[src/rtl/mgd_pkg.sv]
// shared types and constants for the masked grid diffusion step core
package mgd_pkg;

	// item kinds on the input channel
	localparam logic ACT_CELL  = 1'b0;
	localparam logic ACT_FLUSH = 1'b1;

	// class code of a fluid cell; every other code passes through
	localparam logic [1:0] CLS_FLUID = 2'd0;

	// configuration register indexes
	typedef logic [3:0] cfg_idx_t;
	localparam cfg_idx_t REG_GRID_WIDTH  = 4'd0;
	localparam cfg_idx_t REG_GRID_HEIGHT = 4'd1;
	localparam cfg_idx_t REG_COEF_X      = 4'd2;
	localparam cfg_idx_t REG_COEF_Y      = 4'd3;

	// configuration data is as wide as the widest register
	localparam int CFG_DATA_W = 16;

	// height clamp and reset geometry
	localparam int MAX_HEIGHT     = 4096;
	localparam int RESET_WIDTH    = 64;
	localparam int RESET_HEIGHT   = 64;

	// result queue depth, a power of two
	localparam int FIFO_DEPTH = 8;

	typedef struct packed {
		logic               action;
		logic signed [31:0] cell_value;
		logic [1:0]         cell_class;
	} in_item_t;

	typedef struct packed {
		logic signed [31:0] new_value;
		logic               last_cell;
	} out_item_t;

	// one line buffer entry
	typedef struct packed {
		logic [1:0]         cls;
		logic signed [31:0] val;
	} cell_t;

	// control travelling with the line buffer read data
	typedef struct packed {
		logic  valid;
		logic  res;
		logic  has_left;
		logic  has_right;
		logic  has_down;
		logic  has_up;
		logic  last_cell;
		cell_t up;
	} stage_ctl_t;

endpackage

[src/rtl/mgd_out_fifo.sv]
// result queue between the arithmetic pipeline and the output channel
module mgd_out_fifo (
	input  logic                clk,
	input  logic                arst_n,
	input  logic                push,
	input  mgd_pkg::out_item_t  push_data,
	input  logic                pop_ready,
	output logic                out_valid,
	output mgd_pkg::out_item_t  out_data
);

	localparam int PTW = $clog2(mgd_pkg::FIFO_DEPTH);
	localparam int LVW = $clog2(mgd_pkg::FIFO_DEPTH + 1);

	mgd_pkg::out_item_t slot_q [mgd_pkg::FIFO_DEPTH];
	logic [PTW-1:0] wr_ptr_q, rd_ptr_q;
	logic [LVW-1:0] level_q;
	logic           pop;

	assign out_valid = level_q != '0;
	assign out_data  = slot_q[rd_ptr_q];
	assign pop       = out_valid && pop_ready;

	// entry storage
	always_ff @(posedge clk) begin
		if (push) begin
			slot_q[wr_ptr_q] <= push_data;
		end
	end

	// pointers and fill level
	always_ff @(posedge clk or negedge arst_n) begin
		if (!arst_n) begin
			wr_ptr_q <= '0;
			rd_ptr_q <= '0;
			level_q  <= '0;
		end else begin
			if (push) begin
				wr_ptr_q <= wr_ptr_q + PTW'(1);
			end
			if (pop) begin
				rd_ptr_q <= rd_ptr_q + PTW'(1);
			end
			case ({push, pop})
				2'b10:   level_q <= level_q + LVW'(1);
				2'b01:   level_q <= level_q - LVW'(1);
				default: level_q <= level_q;
			endcase
		end
	end

endmodule
[config.mk]
export PLATFORM = sky130hd
export DESIGN_NAME = mgd_out_fifo
export DESIGN_NICKNAME = d
export VERILOG_FILES = /design/src/rtl/mgd_pkg.sv /design/src/rtl/mgd_out_fifo.sv
export SDC_FILE = /design/constraint.sdc
export NUM_CORES = 1
export LEC_CHECK = 0
export BUFFER_PORTS_ARGS = -buffer_cell sky130_fd_sc_hd__buf_2
export CORE_MARGIN = 2
export CORE_UTILIZATION = 40
export CTS_CLUSTER_DIAMETER = 100
export DETAILED_ROUTE_END_ITERATION = 16
export RECOVER_POWER = 50
export SLEW_MARGIN = 20
export SYNTH_ARGS = -nofsm -noshare
export SYNTH_HDL_FRONTEND = slang
export SYNTH_SLANG_ARGS = --single-unit
[constraint.sdc]
create_clock -name clk -period 3.5 [get_ports clk]
set_input_delay 0.875 -clock clk [delete_from_list [all_inputs] [get_ports clk]]
set_output_delay 0.875 -clock clk [all_outputs]
set_load 0.1 [all_outputs]
==> out/qor.txt <==
STA
---------------------------------------------------------------------------------
Final Critical Period                                                     3.33 ns
Timing-limited maximum frequency                                        0.300 GHz
Largest clock skew in the final design                                  0.0139 ns
Slew at the pin with the worst max-slew slack                             1.50 ns
Hold violation count in the final report                                        0
Final-layout setup total negative slack                                      0 ns
Fin crit share                                                              0.952
Number of pins exceeding their max-slew limit in the final report               1
Worst-case headroom to the max-slew limit                                -0.00293
Count of final setup violators                                                  0
Setup repair after global routing missed its margin                            no

GRT
---------------------------------------------------------------------------------
Met2 track demand over resource in global routing                           0.234
Most used routing layer in global routing                                    met2
Number of global-route vias before repair                                    5073
Total track usage                                                           0.142
Number of antenna violations at the first check in global routing               1
Routing usage on met3                                                      0.0304
GR Util met1                                                                0.196
GR Overflow Total                                                               0
Maximum number of pins on one net before global-route repair                   41
Global-route wire length before repair                                    30.2 mm

CRITICAL PATH
---------------------------------------------------------------------------------
Maximum net fanout on the critical path                                        40
Worst EP required                                                         2.62 ns
Signal arrival time at the worst endpoint                                 2.46 ns
CP startpoint kind                                                       register
Endpoint type of the worst setup path                                  output pin
Kind of critical path                                                register to output pin

CTS
---------------------------------------------------------------------------------
CTS Hold Bufs                                                                   0
Number of clock sinks                                                         274
Number of H-tree levels                                                         1
Clock tree from TritonCTS                                                    done
Total of cells resized after clock tree synthesis                               0
Number of post-CTS setup repair buffers                                         0
Clk slew on worst S/H paths                                               0.06 ns
Clk Latency, worst-skew pair                                              0.53 ns
CTS Root Buffer Type                                                 sky130_fd_sc_hd__clkbuf_16
Number of clock buffers inserted by TritonCTS                                  28
Maximum buffer depth of the clock tree                                          3

LOGIC SYNTHESIS
---------------------------------------------------------------------------------
Mapped cell area                                                        10600 um2
Post-Synthesis Cells                                                          436
Total number of yosys warnings                                                  0
Cell taking the most area after synthesis                            sky130_fd_sc_hd__edfxtp_1
Largest cells by area after synthesis                                sky130_fd_sc_hd__edfxtp_1, sky130_fd_sc_hd__mux4_2, sky130_fd_sc_hd__mux2_4
Post-synthesis sequential element count                                       274
Share of synthesized area occupied by flip-flops and latches                0.772
Synthesized netlist net count                                                 478
Synth cell count leaders                                             sky130_fd_sc_hd__edfxtp_1, sky130_fd_sc_hd__mux4_2, sky130_fd_sc_hd__mux2_4
Number of enable-type register cells in the synthesized netlist               264
Share of synthesized registers carrying an async set or reset              0.0365
Count of unique library cells instantiated by Yosys                            26
Share of Yosys cell area claimed by the top area cell type                  0.748
Mean instance size in the synthesized netlist                            24.3 um2
Ys flop type                                                         sky130_fd_sc_hd__edfxtp_1
Most frequent cell after synthesis                                   sky130_fd_sc_hd__edfxtp_1

ROUTING
---------------------------------------------------------------------------------
Via density per instance                                                     5.20
ANT nets after route                                                            0
Drt initial violations                                                        320
Number of optimization iterations in the first detailed-route pass              4
Routed WL                                                                 19.5 mm
# DRC                                                                           0
Via count                                                                    4629
Wirelength per Cell                                                       21.9 um

FLOORPLANNING
---------------------------------------------------------------------------------
Initial Utilization                                                         0.406
Total I/O pin count                                                            71
Height of the die                                                          167 um
Placement row count                                                            59
Total core area                                                         26100 um2
Die footprint                                                           27800 um2
X dimension of the die                                                     167 um

FINISH
---------------------------------------------------------------------------------
Inserted Diodes                                                                 0
Share of post-route cells with drive strength above 1                       0.362
Area growth syn-to-layout                                                   16.4%
Fill cell total of the finished layout                                       2132
Net count, final                                                              577

PLACED DESIGN
---------------------------------------------------------------------------------
Placed wire-length estimate after detailed placement                      11.4 mm
Quantity of I/O buffers inserted on ports                                      70
RePlAce Congestion                                                          0.681

RUN STATUS
---------------------------------------------------------------------------------
Run status                                                           complete, but fails checks
Violations in the final reports                                      capacitance limit, slew limit

RUN
---------------------------------------------------------------------------------
Max capacitance violation total                                                 1

MIN PATH
---------------------------------------------------------------------------------
Hold/Removal Path Class                                              input pin to asynchronous set/reset pin

critical path: stages, from the launching register on:
cell	delay, ns
sky130_fd_sc_hd__dfrtp_4	0.44
sky130_fd_sc_hd__buf_12	0.28
sky130_fd_sc_hd__mux4_2	0.54
sky130_fd_sc_hd__mux2_2	0.29
sky130_fd_sc_hd__buf_2	0.30
path summary, 6_finish.rpt:
check | startpoint | endpoint | slack, ns | cells after the start
max in group asynchronous | arst_n | rd_ptr_q[0] | 2.77 | 1
min | arst_n | level_q[1] | 0.30 | 1
max | rd_ptr_q[0] | out_data[6] | 0.17 | 4
max reg2reg | wr_ptr_q[1] | slot_q[5][8] | 0.87 | 3
min in group clk | level_q[3] | level_q[3] | 0.47 | 1
min reg2reg | level_q[3] | level_q[3] | 0.47 | 1
flip-flops by register name, summed over array words and instances (netlist names):
register	cells
wr_ptr_q	3
rd_ptr_q	3
slot_q	264
level_q	4
cells by family (layout without fill, tap and decap cells):
| family | after synthesis | count (layout) | synth area share |
|---|---|---|---|
| compound gates | 3 | 3 | 0.00213 |
| xor+xnor | 9 | 9 | 0.00744 |
| fa+ha+maj | 5 | 5 | 0.00591 |
| buf+inv | 21 | 140 | 0.0150 |
| flops | 274 | 274 | 0.772 |
| mux | 103 | 103 | 0.188 |
| simple gates | 21 | 21 | 0.00969 |
layer usage:
layer	part of all wire	vias up
li1	-	2049
met1	0.44	2452
met2	0.49	101
met3	0.045	27
met4	0.017	0
met5	0	-
area by class of cell:
class	count	area, um2	share of cell area
flip-flops and latches	274	8190	0.664
multi-input cells	141	2310	0.188
clock buffers	37	756	0.0613
repair buffers	88	529	0.0429
well taps	335	419	0.0340
clock inverters	13	116	0.00944
inverters	2	7.51	0.000609
placed cells by master (no fill, tap or decap), types with 2 or more instances in the layout:
cell,count
sky130_fd_sc_hd__dfrtp_4,2
sky130_fd_sc_hd__mux2_2,13
sky130_fd_sc_hd__xnor2_1,4
sky130_fd_sc_hd__nand2_1,4
sky130_fd_sc_hd__mux4_2,66
sky130_fd_sc_hd__xor2_1,5
sky130_fd_sc_hd__nor2_1,2
sky130_fd_sc_hd__nor2_4,5
sky130_fd_sc_hd__buf_4,11
sky130_fd_sc_hd__buf_12,7
sky130_fd_sc_hd__clkbuf_16,29
sky130_fd_sc_hd__inv_1,2
sky130_fd_sc_hd__dfrtp_1,7
sky130_fd_sc_hd__clkinvlp_4,2
sky130_fd_sc_hd__clkbuf_1,43
sky130_fd_sc_hd__clkinv_2,2
sky130_fd_sc_hd__ha_1,5
sky130_fd_sc_hd__mux2_4,23
sky130_fd_sc_hd__nor3_4,2
sky130_fd_sc_hd__bufinv_16,2
sky130_fd_sc_hd__clkinv_1,6
sky130_fd_sc_hd__nand2b_1,3
sky130_fd_sc_hd__buf_2,35
sky130_fd_sc_hd__edfxtp_1,264
metrics by stage:
step,std cells,utilization,hold slack (ns),area [um2],worst slack [ns]
after detailed placement,840,0.442,0.454,11500,0.681
after floorplan,436,-,0.435,10600,0.569
after global placement,840,0.442,0.453,11500,0.700
final,890,0.473,0.303,12300,0.169
after CTS,890,0.475,0.185,12400,0.107
after global routing,890,0.473,0.348,12300,0.0507
Power is not shown: default switching activity piles up to over one toggle a cycle in this logic, so the estimate is an artifact.
