## config.mk

```make
export PLATFORM = sky130hd
export DESIGN_NAME = mgd_stencil
export DESIGN_NICKNAME = d
export VERILOG_FILES = /design/src/rtl/mgd_pkg.sv /design/src/rtl/mgd_stencil.sv
export SDC_FILE = /design/constraint.sdc
export NUM_CORES = 2
export LEC_CHECK = 0
export ABC_AREA = 0
export ABC_CLOCK_PERIOD_IN_PS = 15600
export BUFFER_PORTS_ARGS = -buffer_cell sky130_fd_sc_hd__buf_2
export CAP_MARGIN = 20
export CORE_UTILIZATION = 60
export CTS_BUF_LIST = sky130_fd_sc_hd__clkbuf_16
export DETAILED_ROUTE_END_ITERATION = 16
export GPL_ROUTABILITY_DRIVEN = 0
export PLACE_DENSITY_LB_ADDON = 0.1
export REMOVE_ABC_BUFFERS = 1
export SLEW_MARGIN = 40
export SYNTH_ARGS = -nofsm -noshare
export SYNTH_HDL_FRONTEND = slang
export SYNTH_SLANG_ARGS = --single-unit
```

## constraint.sdc

```tcl
create_clock -name clk -period 15.6 [get_ports clk]
set_input_delay 2.34 -clock clk [delete_from_list [all_inputs] [get_ports clk]]
set_output_delay 2.34 -clock clk [all_outputs]
set_load 0.01 [all_outputs]
```

## src/rtl/mgd_pkg.sv

```systemverilog
// shared types and constants for the masked grid diffusion step core
package mgd_pkg;

	// item kinds on the input channel
	localparam logic ACT_CELL  = 1'b0;
	localparam logic ACT_FLUSH = 1'b1;

	// class code of a fluid cell; every other code passes through
	localparam logic [1:0] CLS_FLUID = 2'd0;

	// configuration register indexes
	typedef logic [3:0] cfg_idx_t;
	localparam cfg_idx_t REG_GRID_WIDTH  = 4'd0;
	localparam cfg_idx_t REG_GRID_HEIGHT = 4'd1;
	localparam cfg_idx_t REG_COEF_X      = 4'd2;
	localparam cfg_idx_t REG_COEF_Y      = 4'd3;

	// configuration data is as wide as the widest register
	localparam int CFG_DATA_W = 16;

	// height clamp and reset geometry
	localparam int MAX_HEIGHT     = 4096;
	localparam int RESET_WIDTH    = 64;
	localparam int RESET_HEIGHT   = 64;

	// result queue depth, a power of two
	localparam int FIFO_DEPTH = 8;

	typedef struct packed {
		logic               action;
		logic signed [31:0] cell_value;
		logic [1:0]         cell_class;
	} in_item_t;

	typedef struct packed {
		logic signed [31:0] new_value;
		logic               last_cell;
	} out_item_t;

	// one line buffer entry
	typedef struct packed {
		logic [1:0]         cls;
		logic signed [31:0] val;
	} cell_t;

	// control travelling with the line buffer read data
	typedef struct packed {
		logic  valid;
		logic  res;
		logic  has_left;
		logic  has_right;
		logic  has_down;
		logic  has_up;
		logic  last_cell;
		cell_t up;
	} stage_ctl_t;

endpackage

```

## src/rtl/mgd_stencil.sv

```systemverilog
// stencil window and arithmetic pipeline: differences, products, rounding, saturation
module mgd_stencil #(
	parameter int FRAC_BITS = 16
) (
	input  logic                 clk,
	input  logic                 arst_n,
	input  logic [15:0]          coef_x,
	input  logic [15:0]          coef_y,
	input  mgd_pkg::stage_ctl_t  ctl_s1,
	input  mgd_pkg::cell_t       rd_a,
	input  mgd_pkg::cell_t       rd_b,
	output logic                 push,
	output mgd_pkg::out_item_t   push_data
);

	localparam int DW = 34;                   // second difference
	localparam int PW = DW + 17;              // coefficient product
	localparam int SW = PW + 1;               // sum of both products
	localparam int QW = SW - FRAC_BITS;       // rounded correction
	localparam int RW = ((QW > 32) ? QW : 32) + 1;
	localparam logic signed [SW-1:0] HALF = SW'(1) << (FRAC_BITS - 1);

	// window over the output row: left and center, right comes from the buffer
	mgd_pkg::cell_t win_l_q, win_c_q;

	logic signed [32:0] cx, lx, rx, dx, ux;
	logic signed [32:0] dl, dr, dd, du;
	logic signed [DW-1:0] dxx, dyy;

	logic                 v_s2, last_s2, pass_s2;
	logic signed [31:0]   cval_s2;
	logic signed [DW-1:0] dxx_s2, dyy_s2;

	logic                 v_s3, last_s3, pass_s3;
	logic signed [31:0]   cval_s3;
	logic signed [PW-1:0] px_s3, py_s3;

	logic                 v_s4, last_s4, pass_s4;
	logic signed [31:0]   cval_s4;
	logic signed [SW-1:0] sum_s4;

	logic signed [QW-1:0] q;
	logic signed [RW-1:0] r;
	logic [RW-32:0]       r_hi;
	logic signed [31:0]   sat;

	// window shift on every item that moves the counters
	always_ff @(posedge clk) begin
		if (ctl_s1.valid) begin
			win_l_q <= win_c_q;
			win_c_q <= rd_a;
		end
	end

	// neighbor differences, masked by position and class
	always_comb begin
		cx = {win_c_q.val[31], win_c_q.val};
		lx = {win_l_q.val[31], win_l_q.val};
		rx = {rd_a.val[31], rd_a.val};
		dx = {rd_b.val[31], rd_b.val};
		ux = {ctl_s1.up.val[31], ctl_s1.up.val};
		dl = (ctl_s1.has_left && win_l_q.cls == mgd_pkg::CLS_FLUID) ? cx - lx : '0;
		dr = (ctl_s1.has_right && rd_a.cls == mgd_pkg::CLS_FLUID) ? rx - cx : '0;
		dd = (ctl_s1.has_down && rd_b.cls == mgd_pkg::CLS_FLUID) ? cx - dx : '0;
		du = (ctl_s1.has_up && ctl_s1.up.cls == mgd_pkg::CLS_FLUID) ? ux - cx : '0;
		dxx = {dr[32], dr} - {dl[32], dl};
		dyy = {du[32], du} - {dd[32], dd};
	end

	// stage valids
	always_ff @(posedge clk or negedge arst_n) begin
		if (!arst_n) begin
			v_s2 <= 1'b0;
			v_s3 <= 1'b0;
			v_s4 <= 1'b0;
		end else begin
			v_s2 <= ctl_s1.valid && ctl_s1.res;
			v_s3 <= v_s2;
			v_s4 <= v_s3;
		end
	end

	// stage payloads
	always_ff @(posedge clk) begin
		last_s2 <= ctl_s1.last_cell;
		pass_s2 <= win_c_q.cls != mgd_pkg::CLS_FLUID;
		cval_s2 <= win_c_q.val;
		dxx_s2  <= dxx;
		dyy_s2  <= dyy;

		last_s3 <= last_s2;
		pass_s3 <= pass_s2;
		cval_s3 <= cval_s2;
		px_s3   <= $signed({1'b0, coef_x}) * dxx_s2;
		py_s3   <= $signed({1'b0, coef_y}) * dyy_s2;

		last_s4 <= last_s3;
		pass_s4 <= pass_s3;
		cval_s4 <= cval_s3;
		sum_s4  <= {px_s3[PW-1], px_s3} + {py_s3[PW-1], py_s3} + HALF;
	end

	// drop fraction bits, add to center, clip to 32 bits
	always_comb begin
		q    = sum_s4[SW-1:FRAC_BITS];
		r    = RW'(q) + RW'(cval_s4);
		r_hi = r[RW-1:31];
		if ((&r_hi) || !(|r_hi)) begin
			sat = r[31:0];
		end else if (r[RW-1]) begin
			sat = 32'sh8000_0000;
		end else begin
			sat = 32'sh7FFF_FFFF;
		end
	end

	assign push                = v_s4;
	assign push_data.new_value = pass_s4 ? cval_s4 : sat;
	assign push_data.last_cell = last_s4;

endmodule

```

==> results.py <==
metrics = {
    "setup_path": {
        "cp_slowest_cell": "fa_1",
        "cp_cell_sequence": "buf_2 -> nand2_1 -> fa_1 -> fa_1 -> inv_1 -> fa_1 -> inv_1 -> fa_1 -> fa_1 -> fa_1 -> inv_1 -> ha_1 -> nand2_1 -> nor2_1 -> nand3_1 -> a211oi_1 -> o21ai_0 -> o21ai_0 -> o22ai_1 -> o311a_1 -> nor3_1 -> nand4_1 -> a22oi_1",
        "worstPathRequired_ps": 16080,
        "critical-path-max-stage-delay_ps": 570,
        "endpoint_kind": "flip-flop",
        "startpoint_type": "input port",
        "path_class": "in2reg",
        "worst_ep_arrival_time_ps": 9780,
        "crit_top_cell": "fa_1",
        "cp_max_fo": 34,
    },
    "timing": {
        "clock.fmax_mhz": 107,
        "finClkSkew_ps": 20.5,
        "slew_headroom": 0.402,
        "fin_setup_tns_ps": 0,
        "hold_viol_final": 0,
        "period_minus_slack_ps": 9310,
        "finalSetupViolCount": 0,
        "period_share": 0.597,
        "rsz0062_at_grt": "no",
        "slew_violations": 0,
        "worstMarginPinSlew_ps": 895,
    },
    "yosys": {
        "ys_types": 97,
        "synthSimpleGateAreaFrac": 0.154,
        "synth.most_common_cell": "inv_1",
        "yosysSeqAreaShare": 0.136,
        "synth_top_area_frac": 0.343,
        "synth_compound_area_frac": 0.103,
        "muxShareOfSynthArea": 0.00101,
        "netlist_instances": 6819,
        "synth-edff-count": 68,
        "ys_warn_count": 0,
        "synth_area_leaders": "fa_1 (34%), ha_1 (12%), dfxtp_1 (10%), inv_1 (8.4%), nand2_1 (5.7%)",
        "synth_commonest_cells": "inv_1 (1364), fa_1 (1041), nand2_1 (923), ha_1 (571), and2_1 (416)",
        "synthXorXnorAreaFrac": 0.0460,
        "synthAdderAreaFrac": 0.461,
        "async_reset_ff_frac": 0.00792,
        "synth_largest_area_cell": "fa_1",
        "syn_avg_cell_area_um2": 8.90,
        "ys_ff_latch": 379,
        "ys.flop_type": "dfxtp_1",
        "syn-cell-area_um2": 60700,
        "synth_top_family_by_area": "adder cells",
    },
    "global_routing": {
        "grt_max_degree": 70,
        "grt_pass1_wl_mm": 246,
        "overflow": 0,
        "grt_pass1_vias": 46700,
        "grt_use_total": 0.305,
        "antenna_found_initial": 3,
    },
    "floorplanning": {
        "pin_count": 177,
        "die_area_um2": 102000,
        "dieWidth_um": 320,
        "coreArea_um2": 100000,
        "rows": 116,
        "fp.dieH_um": 320,
        "start_util": 0.606,
    },
    "cells_and_area": {
        "nets": 8592,
        "areaGrowthSynthToFinish_pct": 5.18,
        "diodes": 0,
        "layout-drive-gt1-share": 0.0475,
        "fin_util": 0.638,
    },
    "clock_tree": {
        "cts_tree": "done",
        "ctsResizeCount": 0,
        "clock_latency_ps": 560,
        "numCtsBuffers": 38,
        "path_clk_slew_ps": 70,
        "post_cts_buffers": 0,
        "cts_buffer_depth": 3,
        "postCtsHoldBufs": 0,
        "cts_sinks": 379,
        "htreeDepth": 2,
        "cts-root-buf": "clkbuf_16",
    },
    "min_path": {
        "hold_class": "reg2reg",
    },
    "placement": {
        "io_buffers": 176,
        "hpwl_mm": 124,
    },
    "flow_run": {
        "max-cap-violations": 0,
    },
    "drt": {
        "drt_iter0_markers": 3308,
        "wl_per_cell_um": 18.5,
        "drc": 0,
        "routed_wl_mm": 151,
        "vias": 45900,
        "avgViaCountPerCell": 5.63,
        "first_pass_iters": 8,
        "drtAntennaViolNets": 0,
    },
    "outcome": {
        "status": "finished, final reports clean",
    },
}
worst paths after layout:
check / from / endpoint / slack [ps] / cells past startpoint
hold reg to reg: cval_s2[17] / cval_s3[17] / 320 / 0
setup / recovery: coef_y[2] / py_s3[48] / 6290 / 23
hold / removal: cval_s2[17] / cval_s3[17] / 320 / 0
min in group asynchronous: arst_n / push / 1570 / 1
max in group asynchronous: arst_n / v_s2 / 13930 / 1
setup reg to reg: dyy_s2[14] / py_s3[48] / 7810 / 22
final cells by class:
cell class | count | area [um2]
clock buffer | 39 | 976
fill | 8719 | 36300
inverter | 1364 | 5120
tap | 1298 | 1620
multi-input combinational | 4857 | 46500
sequential | 379 | 8290
clock inverter | 30 | 339
timing repair buffer | 197 | 1040
routing by layer:
metal	vias up	global-route usage	routed length [um]
met1	22900	0.429	65100
met3	228	0.0404	11000
met5	-	0	21
li1	21300	-	-
met2	1473	0.499	70900
met4	4	0.0761	3980
layout by cell type, fill, tap and decap left out, types with 19 or more instances in the layout:
cell type and n:
ha_1 571, a31oi_1 31, fa_1 1041, a21oi_1 307
and2_1 416, o21ai_0 149, o21bai_1 43, nand2_1 923
nor2_1 220, xnor2_1 206, nand4_1 28, and3_1 39
nor3_1 90, o211ai_1 19, a211oi_1 26, xor2_1 113
nand2b_1 49, a21o_1 180, nand3_1 52, nor2b_1 58
clkbuf_16 39, buf_2 178, edfxtp_1 68, inv_1 1368
o21a_1 45, dfxtp_1 300
through the flow:
stage | setup WS [ps] | instances | instance area (um2) | hold slack (ps)
2_1_floorplan | 7550 | 6600 | 59800 | 310
3_3_place_gp | 6020 | 8093 | 62500 | 310
3_5_place_dp | 5910 | 8093 | 62500 | 312
4_1_cts | 6460 | 8162 | 63800 | 318
5_1_grt | 5870 | 8164 | 63800 | 324
6_report | 6290 | 8164 | 63800 | 321
cells by family (layout without fill, tap and decap cells):
| family | after synthesis | in the layout |
|---|---|---|
| xor gates and xnor gates | 319 | 319 |
| DFF | 379 | 379 |
| muxes | 6 | 6 |
| buffers and inverters | 1583 | 1630 |
| adders and majority gates | 1612 | 1612 |
| and+or+nand+nor | 1961 | 1961 |
| AOI/OAI and AO/OA | 959 | 959 |
sequential cells by signal, summed over array words and instances, names as in the netlist, 2 cells and up:
name,flops
px_s3,51
py_s3,51
win_c_q,2
lx,32
cval_s3,32
dxx_s2,34
cval_s4,32
win_l_q,2
cx,32
dyy_s2,34
sum_s4,36
cval_s2,32
worst max-delay path: cells and delay by family:
kind,cells,cell delay [ps]
AOI/OAI and AO/OA,6,1990
adders and majority gates,7,3470
buffers and inverters,4,700
and+or+nand+nor,6,1250
Power is not shown: default switching activity piles up to over one toggle a cycle in this logic, so the estimate is an artifact.
